==> config.mk <==
export PLATFORM = sky130hd
export DESIGN_NAME = integer_to_text_formatter
export DESIGN_NICKNAME = d
export VERILOG_FILES = /design/src/rtl/core/itf_pkg.sv /design/src/rtl/core/integer_to_text_formatter.sv /design/src/rtl/core/itf_ram.sv
export SDC_FILE = /design/constraint.sdc
export NUM_CORES = 2
export LEC_CHECK = 0
export BUFFER_PORTS_ARGS = -buffer_cell sky130_fd_sc_hd__buf_2
export CAP_MARGIN = 20
export CORE_ASPECT_RATIO = 0.5
export CORE_UTILIZATION = 65
export DETAILED_ROUTE_END_ITERATION = 10
export HOLD_SLACK_MARGIN = 0.06
export PLACE_DENSITY = 0.83
export SLEW_MARGIN = 20
export SYNTH_ARGS = -nofsm -noshare
export SYNTH_HDL_FRONTEND = slang
export SYNTH_SLANG_ARGS = --single-unit
==> constraint.sdc <==
create_clock -name clock -period 8.9 [get_ports clock]
set_input_delay 0.89 -clock clock [delete_from_list [all_inputs] [get_ports clock]]
set_output_delay 0.89 -clock clock [all_outputs]
set_load 0.005 [all_outputs]
==> src/rtl/core/itf_pkg.sv <==
// ---------------------------------------------------------------------------
// itf_pkg
// Shared constants, register indexes and helpers for the integer text
// formatter.
// ---------------------------------------------------------------------------
package itf_pkg;

   localparam int VALUE_BITS     = 32;
   localparam int MAX_CHARS      = 64;
   localparam int STORE_DEPTH    = 64;
   localparam int ADDR_BITS      = $clog2(STORE_DEPTH);
   localparam int CNT_BITS       = $clog2(MAX_CHARS) + 1;
   localparam int CHAR_BITS      = 8;
   localparam int CSR_INDEX_BITS = 3;
   localparam int CSR_DATA_BITS  = 6;

   localparam logic [CSR_INDEX_BITS-1:0] REG_BASE_SELECT  = 3'd0;
   localparam logic [CSR_INDEX_BITS-1:0] REG_UPPER_CASE   = 3'd1;
   localparam logic [CSR_INDEX_BITS-1:0] REG_MIN_DIGITS   = 3'd2;
   localparam logic [CSR_INDEX_BITS-1:0] REG_FIELD_WIDTH  = 3'd3;
   localparam logic [CSR_INDEX_BITS-1:0] REG_ZERO_FILL    = 3'd4;
   localparam logic [CSR_INDEX_BITS-1:0] REG_LEFT_JUSTIFY = 3'd5;
   localparam logic [CSR_INDEX_BITS-1:0] REG_SPACE_POS    = 3'd6;

   localparam logic [1:0] BASE_BIN = 2'd0;
   localparam logic [1:0] BASE_OCT = 2'd1;
   localparam logic [1:0] BASE_DEC = 2'd2;
   localparam logic [1:0] BASE_HEX = 2'd3;

   localparam logic [CHAR_BITS-1:0] CHAR_ZERO  = 8'h30;
   localparam logic [CHAR_BITS-1:0] CHAR_MINUS = 8'h2D;
   localparam logic [CHAR_BITS-1:0] CHAR_SPACE = 8'h20;
   localparam logic [CHAR_BITS-1:0] CHAR_LOWER = 8'h57;  // 'a' - 10
   localparam logic [CHAR_BITS-1:0] CHAR_UPPER = 8'h37;  // 'A' - 10
   localparam logic [CHAR_BITS-1:0] CHAR_NUL   = 8'h00;

   // floor(x / 10) == (x * DEC_RECIP) >> DEC_SHIFT for every 32-bit x
   localparam logic [VALUE_BITS-1:0] DEC_RECIP = 32'hCCCC_CCCD;
   localparam int                    DEC_SHIFT = 35;

   function automatic logic [CHAR_BITS-1:0] digit_char(input logic [3:0] d,
                                                       input logic       upper);
      logic [CHAR_BITS-1:0] base_ch;
      if (d > 4'd9) begin
         base_ch = upper ? CHAR_UPPER : CHAR_LOWER;
      end else begin
         base_ch = CHAR_ZERO;
      end
      return base_ch + {4'd0, d};
   endfunction

endpackage

==> src/rtl/core/integer_to_text_formatter.sv <==
// ---------------------------------------------------------------------------
// integer_to_text_formatter
// printf-style integer formatter: sign, radix digits, precision and padding,
// one ASCII character per response strobe.
// Steps: one digit step per digit (a divide step and a write step in decimal),
//   a finish step, a layout step, then characters at one per cycle.
// A text holds at most 64 characters; an empty text gives a single NUL
//   character flagged empty and last.
// A new request is taken only once the last character has been shown.
// Synchronous reset restores register defaults and idles control; the
//   digit RAM is not cleared.
// ---------------------------------------------------------------------------
module integer_to_text_formatter
   import itf_pkg::*;
(
   input  logic                      clock,
   input  logic                      reset,
   input  logic                      start,
   output logic                      busy,
   input  logic [VALUE_BITS-1:0]     req_value,
   input  logic                      req_is_signed,
   output logic                      rsp_valid,
   output logic [CHAR_BITS-1:0]      rsp_character,
   output logic                      rsp_empty_res,
   output logic                      rsp_last,
   input  logic                      csr_we,
   input  logic [CSR_INDEX_BITS-1:0] csr_index,
   input  logic [CSR_DATA_BITS-1:0]  csr_wdata
);

   typedef enum logic [2:0] {
      S_IDLE,
      S_DIG,
      S_DEC,
      S_PLAN,
      S_EMIT
   } state_type;

   // configuration
   logic [1:0]          base_ff;
   logic                upper_ff;
   logic [5:0]          min_digits_ff;
   logic [5:0]          field_width_ff;
   logic                zero_fill_ff;
   logic                left_justify_ff;
   logic                space_pos_ff;

   always_ff @(posedge clock) begin
      if (reset) begin
         base_ff         <= BASE_DEC;
         upper_ff        <= 1'b0;
         min_digits_ff   <= 6'd1;
         field_width_ff  <= 6'd1;
         zero_fill_ff    <= 1'b0;
         left_justify_ff <= 1'b0;
         space_pos_ff    <= 1'b0;
      end else if (csr_we) begin
         case (csr_index)
            REG_BASE_SELECT:  base_ff         <= csr_wdata[1:0];
            REG_UPPER_CASE:   upper_ff        <= csr_wdata[0];
            REG_MIN_DIGITS:   min_digits_ff   <= csr_wdata;
            REG_FIELD_WIDTH:  field_width_ff  <= csr_wdata;
            REG_ZERO_FILL:    zero_fill_ff    <= csr_wdata[0];
            REG_LEFT_JUSTIFY: left_justify_ff <= csr_wdata[0];
            REG_SPACE_POS:    space_pos_ff    <= csr_wdata[0];
            default: ;
         endcase
      end
   end

   // datapath and control state
   state_type            state_ff, state_in;
   logic [VALUE_BITS-1:0] mag_ff, mag_in;
   logic [VALUE_BITS-1:0] quot_ff, quot_in;
   logic                 neg_ff, neg_in;
   logic [CNT_BITS-1:0]  count_ff, count_in;
   logic [CNT_BITS-1:0]  pos_ff, pos_in;
   logic [CNT_BITS-1:0]  b1_ff, b1_in;
   logic [CNT_BITS-1:0]  b2_ff, b2_in;
   logic [CNT_BITS-1:0]  b3_ff, b3_in;
   logic [CNT_BITS-1:0]  b4_ff, b4_in;
   logic [CNT_BITS-1:0]  total_ff, total_in;
   logic [CHAR_BITS-1:0] sign_ch_ff, sign_ch_in;
   logic                 out_valid_ff, out_valid_in;
   logic [CHAR_BITS-1:0] out_char_ff, out_char_in;
   logic                 out_ram_ff, out_ram_in;
   logic                 out_empty_ff, out_empty_in;
   logic                 out_last_ff, out_last_in;

   // digit RAM
   logic                 ram_we;
   logic [ADDR_BITS-1:0] ram_waddr;
   logic [CHAR_BITS-1:0] ram_wdata;
   logic [ADDR_BITS-1:0] ram_raddr;
   logic [CHAR_BITS-1:0] ram_rdata;

   itf_ram #(
      .WIDTH(CHAR_BITS),
      .DEPTH(STORE_DEPTH)
   ) u_digit_ram (
      .clock   (clock),
      .wr_en   (ram_we),
      .wr_addr (ram_waddr),
      .wr_data (ram_wdata),
      .rd_addr (ram_raddr),
      .rd_data (ram_rdata)
   );

   logic [2*VALUE_BITS-1:0] dec_prod;
   logic [VALUE_BITS-1:0]   dec_rem;
   logic [VALUE_BITS-1:0]   start_mag;
   logic                    start_neg;
   logic [CNT_BITS-1:0]     sign_len;
   logic [CNT_BITS-1:0]     lead_zeros;
   logic [CNT_BITS-1:0]     content;
   logic [CNT_BITS-1:0]     pad;
   logic [CNT_BITS-1:0]     md_ext;
   logic [CNT_BITS-1:0]     fw_ext;
   logic [CNT_BITS-1:0]     rd_index;

   assign dec_prod  = mag_ff * DEC_RECIP;
   assign dec_rem   = mag_ff - {quot_ff[VALUE_BITS-4:0], 3'b000}
                             - {quot_ff[VALUE_BITS-2:0], 1'b0};
   assign start_neg = req_is_signed & req_value[VALUE_BITS-1];
   assign start_mag = start_neg ? (~req_value + 1'b1) : req_value;
   assign md_ext    = {1'b0, min_digits_ff};
   assign fw_ext    = {1'b0, field_width_ff};
   assign sign_len  = {{(CNT_BITS-1){1'b0}}, (neg_ff | space_pos_ff)};
   assign lead_zeros = (md_ext > count_ff) ? (md_ext - count_ff) : '0;
   assign content   = sign_len + count_ff + lead_zeros;
   assign pad       = (fw_ext > content) ? (fw_ext - content) : '0;
   assign rd_index  = b4_ff - pos_ff - 1'b1;
   assign ram_raddr = rd_index[ADDR_BITS-1:0];
   assign ram_waddr = count_ff[ADDR_BITS-1:0];

   always_comb begin
      state_in     = state_ff;
      mag_in       = mag_ff;
      quot_in      = quot_ff;
      neg_in       = neg_ff;
      count_in     = count_ff;
      pos_in       = pos_ff;
      b1_in        = b1_ff;
      b2_in        = b2_ff;
      b3_in        = b3_ff;
      b4_in        = b4_ff;
      total_in     = total_ff;
      sign_ch_in   = sign_ch_ff;
      out_valid_in = 1'b0;
      out_char_in  = out_char_ff;
      out_ram_in   = 1'b0;
      out_empty_in = 1'b0;
      out_last_in  = 1'b0;
      ram_we       = 1'b0;
      ram_wdata    = digit_char(mag_ff[3:0], upper_ff);

      case (state_ff)
         S_IDLE: begin
            if (start && !busy) begin
               if (start_mag == '0 && min_digits_ff == '0) begin
                  out_valid_in = 1'b1;
                  out_char_in  = CHAR_NUL;
                  out_empty_in = 1'b1;
                  out_last_in  = 1'b1;
               end else begin
                  mag_in   = start_mag;
                  neg_in   = start_neg;
                  count_in = '0;
                  state_in = S_DIG;
               end
            end
         end
         S_DIG: begin
            if (mag_ff == '0) begin
               state_in = S_PLAN;
            end else begin
               case (base_ff)
                  BASE_BIN: begin
                     ram_we    = 1'b1;
                     ram_wdata = digit_char({3'b000, mag_ff[0]}, upper_ff);
                     mag_in    = mag_ff >> 1;
                     count_in  = count_ff + 1'b1;
                  end
                  BASE_OCT: begin
                     ram_we    = 1'b1;
                     ram_wdata = digit_char({1'b0, mag_ff[2:0]}, upper_ff);
                     mag_in    = mag_ff >> 3;
                     count_in  = count_ff + 1'b1;
                  end
                  BASE_HEX: begin
                     ram_we    = 1'b1;
                     ram_wdata = digit_char(mag_ff[3:0], upper_ff);
                     mag_in    = mag_ff >> 4;
                     count_in  = count_ff + 1'b1;
                  end
                  default: begin
                     quot_in  = dec_prod[2*VALUE_BITS-1:DEC_SHIFT] == '0 ? '0 :
                                {{(DEC_SHIFT-VALUE_BITS){1'b0}},
                                 dec_prod[2*VALUE_BITS-1:DEC_SHIFT]};
                     state_in = S_DEC;
                  end
               endcase
            end
         end
         S_DEC: begin
            ram_we    = 1'b1;
            ram_wdata = digit_char(dec_rem[3:0], upper_ff);
            mag_in    = quot_ff;
            count_in  = count_ff + 1'b1;
            state_in  = S_DIG;
         end
         S_PLAN: begin
            b1_in      = (!left_justify_ff && !zero_fill_ff) ? pad : '0;
            b2_in      = ((!left_justify_ff && !zero_fill_ff) ? pad : '0) + sign_len;
            b3_in      = ((!left_justify_ff) ? pad : '0) + sign_len + lead_zeros;
            b4_in      = ((!left_justify_ff) ? pad : '0) + content;
            total_in   = content + pad;
            sign_ch_in = neg_ff ? CHAR_MINUS : CHAR_SPACE;
            pos_in     = '0;
            state_in   = S_EMIT;
         end
         S_EMIT: begin
            out_valid_in = 1'b1;
            out_last_in  = (pos_ff == total_ff - 1'b1);
            if (pos_ff < b1_ff) begin
               out_char_in = CHAR_SPACE;
            end else if (pos_ff < b2_ff) begin
               out_char_in = sign_ch_ff;
            end else if (pos_ff < b3_ff) begin
               out_char_in = CHAR_ZERO;
            end else if (pos_ff < b4_ff) begin
               out_ram_in = 1'b1;
            end else begin
               out_char_in = CHAR_SPACE;
            end
            pos_in = pos_ff + 1'b1;
            if (out_last_in) begin
               state_in = S_IDLE;
            end
         end
         default: state_in = S_IDLE;
      endcase
   end

   always_ff @(posedge clock) begin
      if (reset) begin
         state_ff     <= S_IDLE;
         count_ff     <= '0;
         pos_ff       <= '0;
         out_valid_ff <= 1'b0;
         out_ram_ff   <= 1'b0;
         out_empty_ff <= 1'b0;
         out_last_ff  <= 1'b0;
      end else begin
         state_ff     <= state_in;
         count_ff     <= count_in;
         pos_ff       <= pos_in;
         out_valid_ff <= out_valid_in;
         out_ram_ff   <= out_ram_in;
         out_empty_ff <= out_empty_in;
         out_last_ff  <= out_last_in;
      end
      mag_ff      <= mag_in;
      quot_ff     <= quot_in;
      neg_ff      <= neg_in;
      b1_ff       <= b1_in;
      b2_ff       <= b2_in;
      b3_ff       <= b3_in;
      b4_ff       <= b4_in;
      total_ff    <= total_in;
      sign_ch_ff  <= sign_ch_in;
      out_char_ff <= out_char_in;
   end

   assign busy          = (state_ff != S_IDLE) || out_valid_ff;
   assign rsp_valid     = out_valid_ff;
   assign rsp_character = out_ram_ff ? ram_rdata : out_char_ff;
   assign rsp_empty_res = out_valid_ff & out_empty_ff;
   assign rsp_last      = out_valid_ff & out_last_ff;

endmodule

==> src/rtl/core/itf_ram.sv <==
// ---------------------------------------------------------------------------
// itf_ram
// Generic single-port-write, single-port-read RAM with registered read.
// ---------------------------------------------------------------------------
module itf_ram #(
   parameter int WIDTH = 8,
   parameter int DEPTH = 64
) (
   input  logic                     clock,
   input  logic                     wr_en,
   input  logic [$clog2(DEPTH)-1:0] wr_addr,
   input  logic [WIDTH-1:0]         wr_data,
   input  logic [$clog2(DEPTH)-1:0] rd_addr,
   output logic [WIDTH-1:0]         rd_data
);

   logic [WIDTH-1:0] mem [DEPTH];
   logic [WIDTH-1:0] rd_data_ff;

   always_ff @(posedge clock) begin
      if (wr_en) begin
         mem[wr_addr] <= wr_data;
      end
      rd_data_ff <= mem[rd_addr];
   end

   assign rd_data = rd_data_ff;

endmodule

* Yosys cells after proc, flatten, opt, wreduce, memory -nomap -nowiden *
Memory sizes are Yosys's and may differ from the RTL's. A register that Yosys moved wholly into a read port is not among the register bits.
Index checks and enable logic that the tools add are counted.

operators by class
  shift-type cells = 0
  multiply operators = 1
  bitwise operators = 10
  order comparisons = 9
  multiplexer cells = 58
  divide/modulo/power cells = 0
  equality and inequality tests = 22
  reductions and logical operators = 34
  add/subtract/negate cells = 22

operators with widths
  cell                                                                    count
  32-bit one-hot mux with 3 select lines                                  2
  8-bit 2-to-1 mux                                                        18
  32-bit 2-to-1 mux                                                       4
  7-bit 2-to-1 mux                                                        12
  32-bit logical NOT                                                      2
  32-bit by 32-bit multiplier with 64-bit output (second input constant)  1
  32-bit by 1-bit adder with 32-bit output (second input constant)        1
  32-bit NOT                                                              1
  8-bit one-hot mux with 2 select lines                                   2
  29-bit logical NOT                                                      1
  7-bit adder                                                             4
  7-bit < comparator                                                      4
  8-bit by 4-bit adder with 8-bit output                                  3
  8-bit one-hot mux with 3 select lines                                   1
  7-bit one-hot mux with 3 select lines                                   1
  3-bit 2-to-1 mux                                                        5
  3-bit one-hot mux with 5 select lines                                   1
  7-bit by 1-bit adder with 7-bit output                                  2
  7-bit by 1-bit adder with 7-bit output (second input constant)          2
  6-bit by 7-bit > comparator with 1-bit output                           2
  7-bit one-hot mux with 2 select lines                                   1
  2-bit AND reduction                                                     7
  6-bit by 7-bit subtractor with 7-bit output                             2
  3-bit by 2-bit equality test with 1-bit output (second input constant)  4
  other kinds (38)                                                        73

storage, ports and cells
  logic and storage cells = 181
  latch bits = 0
  register bits after elaboration = 152
  output and inout bits = 12
  bits in writable memories = 512
  memory bits (read-only) = 0
  input port bits = 46
  memories = 1

memories
  memory           words  bits a word  rd ports  clocked after memory_dff  wr ports  line           text
  u_digit_ram.mem  64     8            1         1                         1         itf_ram.sv:17  logic [WIDTH-1:0] mem [DEPTH];

* Logic depth before layout (Yosys ltp) *
  depth after elaboration = 9
  mapped depth = 35
  depth with buffers taken out = 33

* By module *
Synthesis repeated with hierarchy kept, for this count alone.

second synthesis, totals
  cell total of the unflattened synthesis = 3879
  area total of the unflattened synthesis = 47873.4 µm²

modules (own cells, without submodules)
  module                     times used  cells each  area each (µm²)  sequential area each (µm²)
  integer_to_text_formatter  1           2882        27560.2          3813.7
  itf_ram                    1           997         20313.2          15534.9

* Worst setup path after synthesis *
Ideal clock, no wire load.

  kind = register to register
  from = register mag_ff[10]
  to = register quot_ff[18] (data pin)
  slack = 1.718 ns
  library setup time = 0.271 ns
  required time = 8.629 ns
  data arrival time = 6.911 ns
  buffers on the path = 1
  stages on the path, launching flop included = 25
  period minus slack after synthesis = 7.182 ns
  cell sequence = edfxtp_1 > inv_1 > ha_1 > clkbuf_1 > xor2_1 > ha_1 > a21o_1 > fa_1 > inv_1 > fa_1 > inv_1 > fa_1 > fa_1 > fa_1 > fa_1 > ha_1 > and4_1 > nand3_1 > or4b_1 > nor4bb_1 > a221oi_1 > nor3_1 > o21ai_1 > a221oi_1 > xor2_1

on the way
  longest elaborated chain between the ends = 2

RTL lines
  item                                                line                              text
  start, declared                                     integer_to_text_formatter.sv:73   logic [VALUE_BITS-1:0] mag_ff, mag_in;
  start signal, assigned                              integer_to_text_formatter.sv:263  mag_ff <= mag_in;
  32-bit by 32-bit multiplier with 64-bit output (*)  integer_to_text_formatter.sv:121  assign dec_prod = mag_ff * DEC_RECIP;
  29-bit logical NOT                                  integer_to_text_formatter.sv:197  quot_in = dec_prod[2*VALUE_BITS-1:DEC_SHIFT] == '0 ? '0 :
  end signal, assigned                                integer_to_text_formatter.sv:264  quot_ff <= quot_in;
  end, declared                                       integer_to_text_formatter.sv:74   logic [VALUE_BITS-1:0] quot_ff, quot_in;

Every way passes the cells marked *; elsewhere a longest branch is shown, timed or not.
A chain may end at the register's enable or synchronous reset.

* Worst setup path in the final report *
  from = register mag_ff[11]
  to = register quot_ff[28] (data pin)

The elaborated chain is that of the path after synthesis.

==> impl_metrics.csv <==
group,metric,value,unit
status,status,"finished, violations left",
status,violations,"DRC",
global_routing,grt_max_degree,67,
routing,dr.pass1.iters,10,
placement,numPortBuffers,57,
synth,synth-async-reset-ratio,0,%
cts,tritoncts,"yes",
cts,clk_pin_slew,0.07,ns
timing,slew_headroom,24.0,%
synth,synth_top_area_share,38.9,%
synth,synth_seq_cells,660,
finish,stdcell_area,51100,µm²
floorplan,start_util,66.2,%
routing,wl_met3,15400,µm
placement,hpwl,108000,µm
synth,synthTopCellsByCount,"647 x inv_1, 613 x edfxtp_1, 440 x ha_1",
setup_path,worst_r2r_path_depth,25,
placement,gp_congestion,1.04,
timing,fin_crit_sh,96.1,%
timing,worst_slew_pin_slew,1.14,ns
finish,drive_above_1_share,10.4,%
global_routing,antenna_found_initial,11,
cts,cts_root_buffer,"clkbuf_16",
timing,worst_slack,0.347,ns
finish,area_growth,7.87,%
synth,synth_area_leaders,"edfxtp_1 39%, fa_1 17%, ha_1 12%",
synth,synth_top_area_cell,"edfxtp_1",
setup_path,critPathSlowestCell,"edfxtp_1",
floorplan,fp.coreArea,71500,µm²
synth,synth-seq-area-share,40.9,%
routing,drtIter0Drc,4203,
routing,dr_wl_met2,67500,µm
global_routing,grt_pass1_vias,32611,
synth,syn_area_per_cell,12.8,µm²
timing,report.final.slew_viol_count,0,
finish,nets,4714,
setup_path,critical_path_class,"flip-flop to flip-flop",
routing,routed_wl,146000,µm
setup_path,r2r_end,"quot_ff[28]",
min_path,min-delay-start,"field_width_ff[0]",
timing,fin_tns_setup,0,ns
min_path,holdPathStages,1,
synth,yosys_warnings,0,
synth,synth_edf_count,613,
routing,highest_layer,"met5",
finish,fillers,4719,
global_routing,track_usage,40.6,%
synth,synthDistinctLibCells,92,
min_path,whs_endpoint,"field_width_ff[0]",
cts,clock_latency,0.68,ns
floorplan,die_w,384,µm
setup_path,r2r-start,"mag_ff[11]",
routing,ant_nets,0,
synth,syn_area,47300,µm²
cts,clkSinkCount,660,
cts,htreeDepth,2,
setup_path,max_stage_delay,0.68,ns
setup_path,crit_top_cell,"fa_1",
setup_path,worstPathRequired,9.25,ns
timing,period_minus_slack,8.55,ns
timing,max_freq,117,MHz
run,maxCapViolCount,0,
global_routing,grt_overflow,0,
timing,rsz0062_at_grt,"no",
routing,num_vias,32067,
timing,hold_viol,0,
setup_path,crit_arrival,8.91,ns
min_path,hold_path.class,"flip-flop to flip-flop",
cts,clockBufferDepth,3,
setup_path,start_kind,"flip-flop",
setup_path,end_kind,"flip-flop",
floorplan,io_pins,58,
cts,cts_buffers,57,
placement,post-place-ws,0.285,ns
finish,final_util,71.4,%
synth,ys.flop_type,"edfxtp_1",
cts,post-cts-setup-buffers,0,
routing,viasPerCell,6.63,
timing,setup_viol,0,
synth,netlist_instances,3711,
routing,drc,6,
routing,detail_route.wl_per_cell,30.2,µm
floorplan,die_h,193,µm
setup_path,critPathMaxFanout,9,
placement,placed_area,49100,µm²
synth,yosysMostFrequentCell,"inv_1",
setup_path,rrSetupSlack,0.35,ns
timing,skew,0.0722,ns
floorplan,dieArea,74000,µm²
floorplan,rows,69,
global_routing,grt_pass1_wl,214000,µm
routing,wl_met1,55500,µm
[cell type report]
class / count / area, µm² / area share, %
Multi-Input combinational cell: 2349 / 25400 / 49.8
Sequential cell: 660 / 19400 / 37.9
Inverter: 649 / 2440 / 4.78
Clock buffer: 67 / 1500 / 2.93
Tap cell: 958 / 1200 / 2.35
Timing Repair Buffer: 112 / 698 / 1.37
Clock inverter: 41 / 419 / 0.821
Antenna cell: 3 / 7.51 / 0.0147
[cell usage in the layout (no fill, tap or decap), drive strengths merged, types with 7 or more instances in the layout]
master	count
inv	652
edfxtp	613
ha	440
fa	399
nor2	215
mux4	160
a21oi	138
nand2	113
buf	112
o21ai	101
xnor2	88
clkbuf	67
xor2	64
conb	64
a21o	63
mux2i	50
dfxtp	47
nor3	47
nand3	45
clkinv	31
a22oi	26
a211oi	25
nand4	24
nor2b	22
nand2b	21
nor4	20
o211ai	19
a31oi	19
and2	16
and3	15
o21a	12
or2	11
o21bai	10
or3	8
nand4b	7
bufinv	7
[state kept, by name, indices dropped and copies added (netlist names), 8 cells and up]
register,cells
u_digit_ram.rd_data,8
mag_ff,32
u_digit_ram.mem,512
quot_ff,29
[worst max-delay path by stage]
stage / start / end / slack [ns]
after floorplan: mag_ff[10] / quot_ff[18] / 1.72
after detailed placement: mag_ff[11] / quot_ff[28] / 0.29
final: mag_ff[11] / quot_ff[28] / 0.35
after global placement: mag_ff[12] / quot_ff[28] / 0.19
after global routing: mag_ff[11] / quot_ff[28] / 0.05
after CTS: mag_ff[11] / quot_ff[28] / 0.24
[per-stage QoR]
| step | std cells | hold WS, ns |
|---|---|---|
| 3_3_place_gp | 4728 | 0.448 |
| 6_report | 4839 | 0.476 |
| 2_1_floorplan | 3774 | 0.417 |
| 4_1_cts | 4836 | 0.476 |
| 3_5_place_dp | 4728 | 0.459 |
| 5_1_grt | 4836 | 0.503 |
[layer usage]
layer / global-route usage, % / vias up
li1: - / 13202
met1: 54.2 / 16147
met2: 64.6 / 2183
met3: 8.95 / 527
met4: 18.0 / 8
met5: 0 / -
[critical path, delay by kind of cell, from the launching register on]
kind                     cells  cell delay, ns
flip-flops                   1            0.68
adder cells (fa/ha/maj)      9            3.78
AND/OR/NAND/NOR              2            0.67
XOR/XNOR                     2            0.29
buffers and inverters        5            0.50
AO/OA/AOI/OAI                7            2.32
[kinds of logic (layout without fill, tap and decap cells)]
family	after synthesis	in the layout	synth area share [%]
xor gates and xnor gates	152	152	2.81
DFF	660	660	40.9
AOI/OAI and AO/OA	485	485	6.69
buffers and inverters	765	869	6.13
adders and majority gates	839	839	28.5
muxes	214	214	8.77
other	1	67	0.00792
and+or+nand+nor	595	595	6.20
[repair_timing]
action | in CTS | in global routing
setup endpoints to repair | 0 | 2
gates resized for setup | 0 | 1
hold buffers | 0 | 0
Power is left out: the tool's default activity adds up to more than one toggle a clock period on the data nets, which glitch-free logic cannot reach.
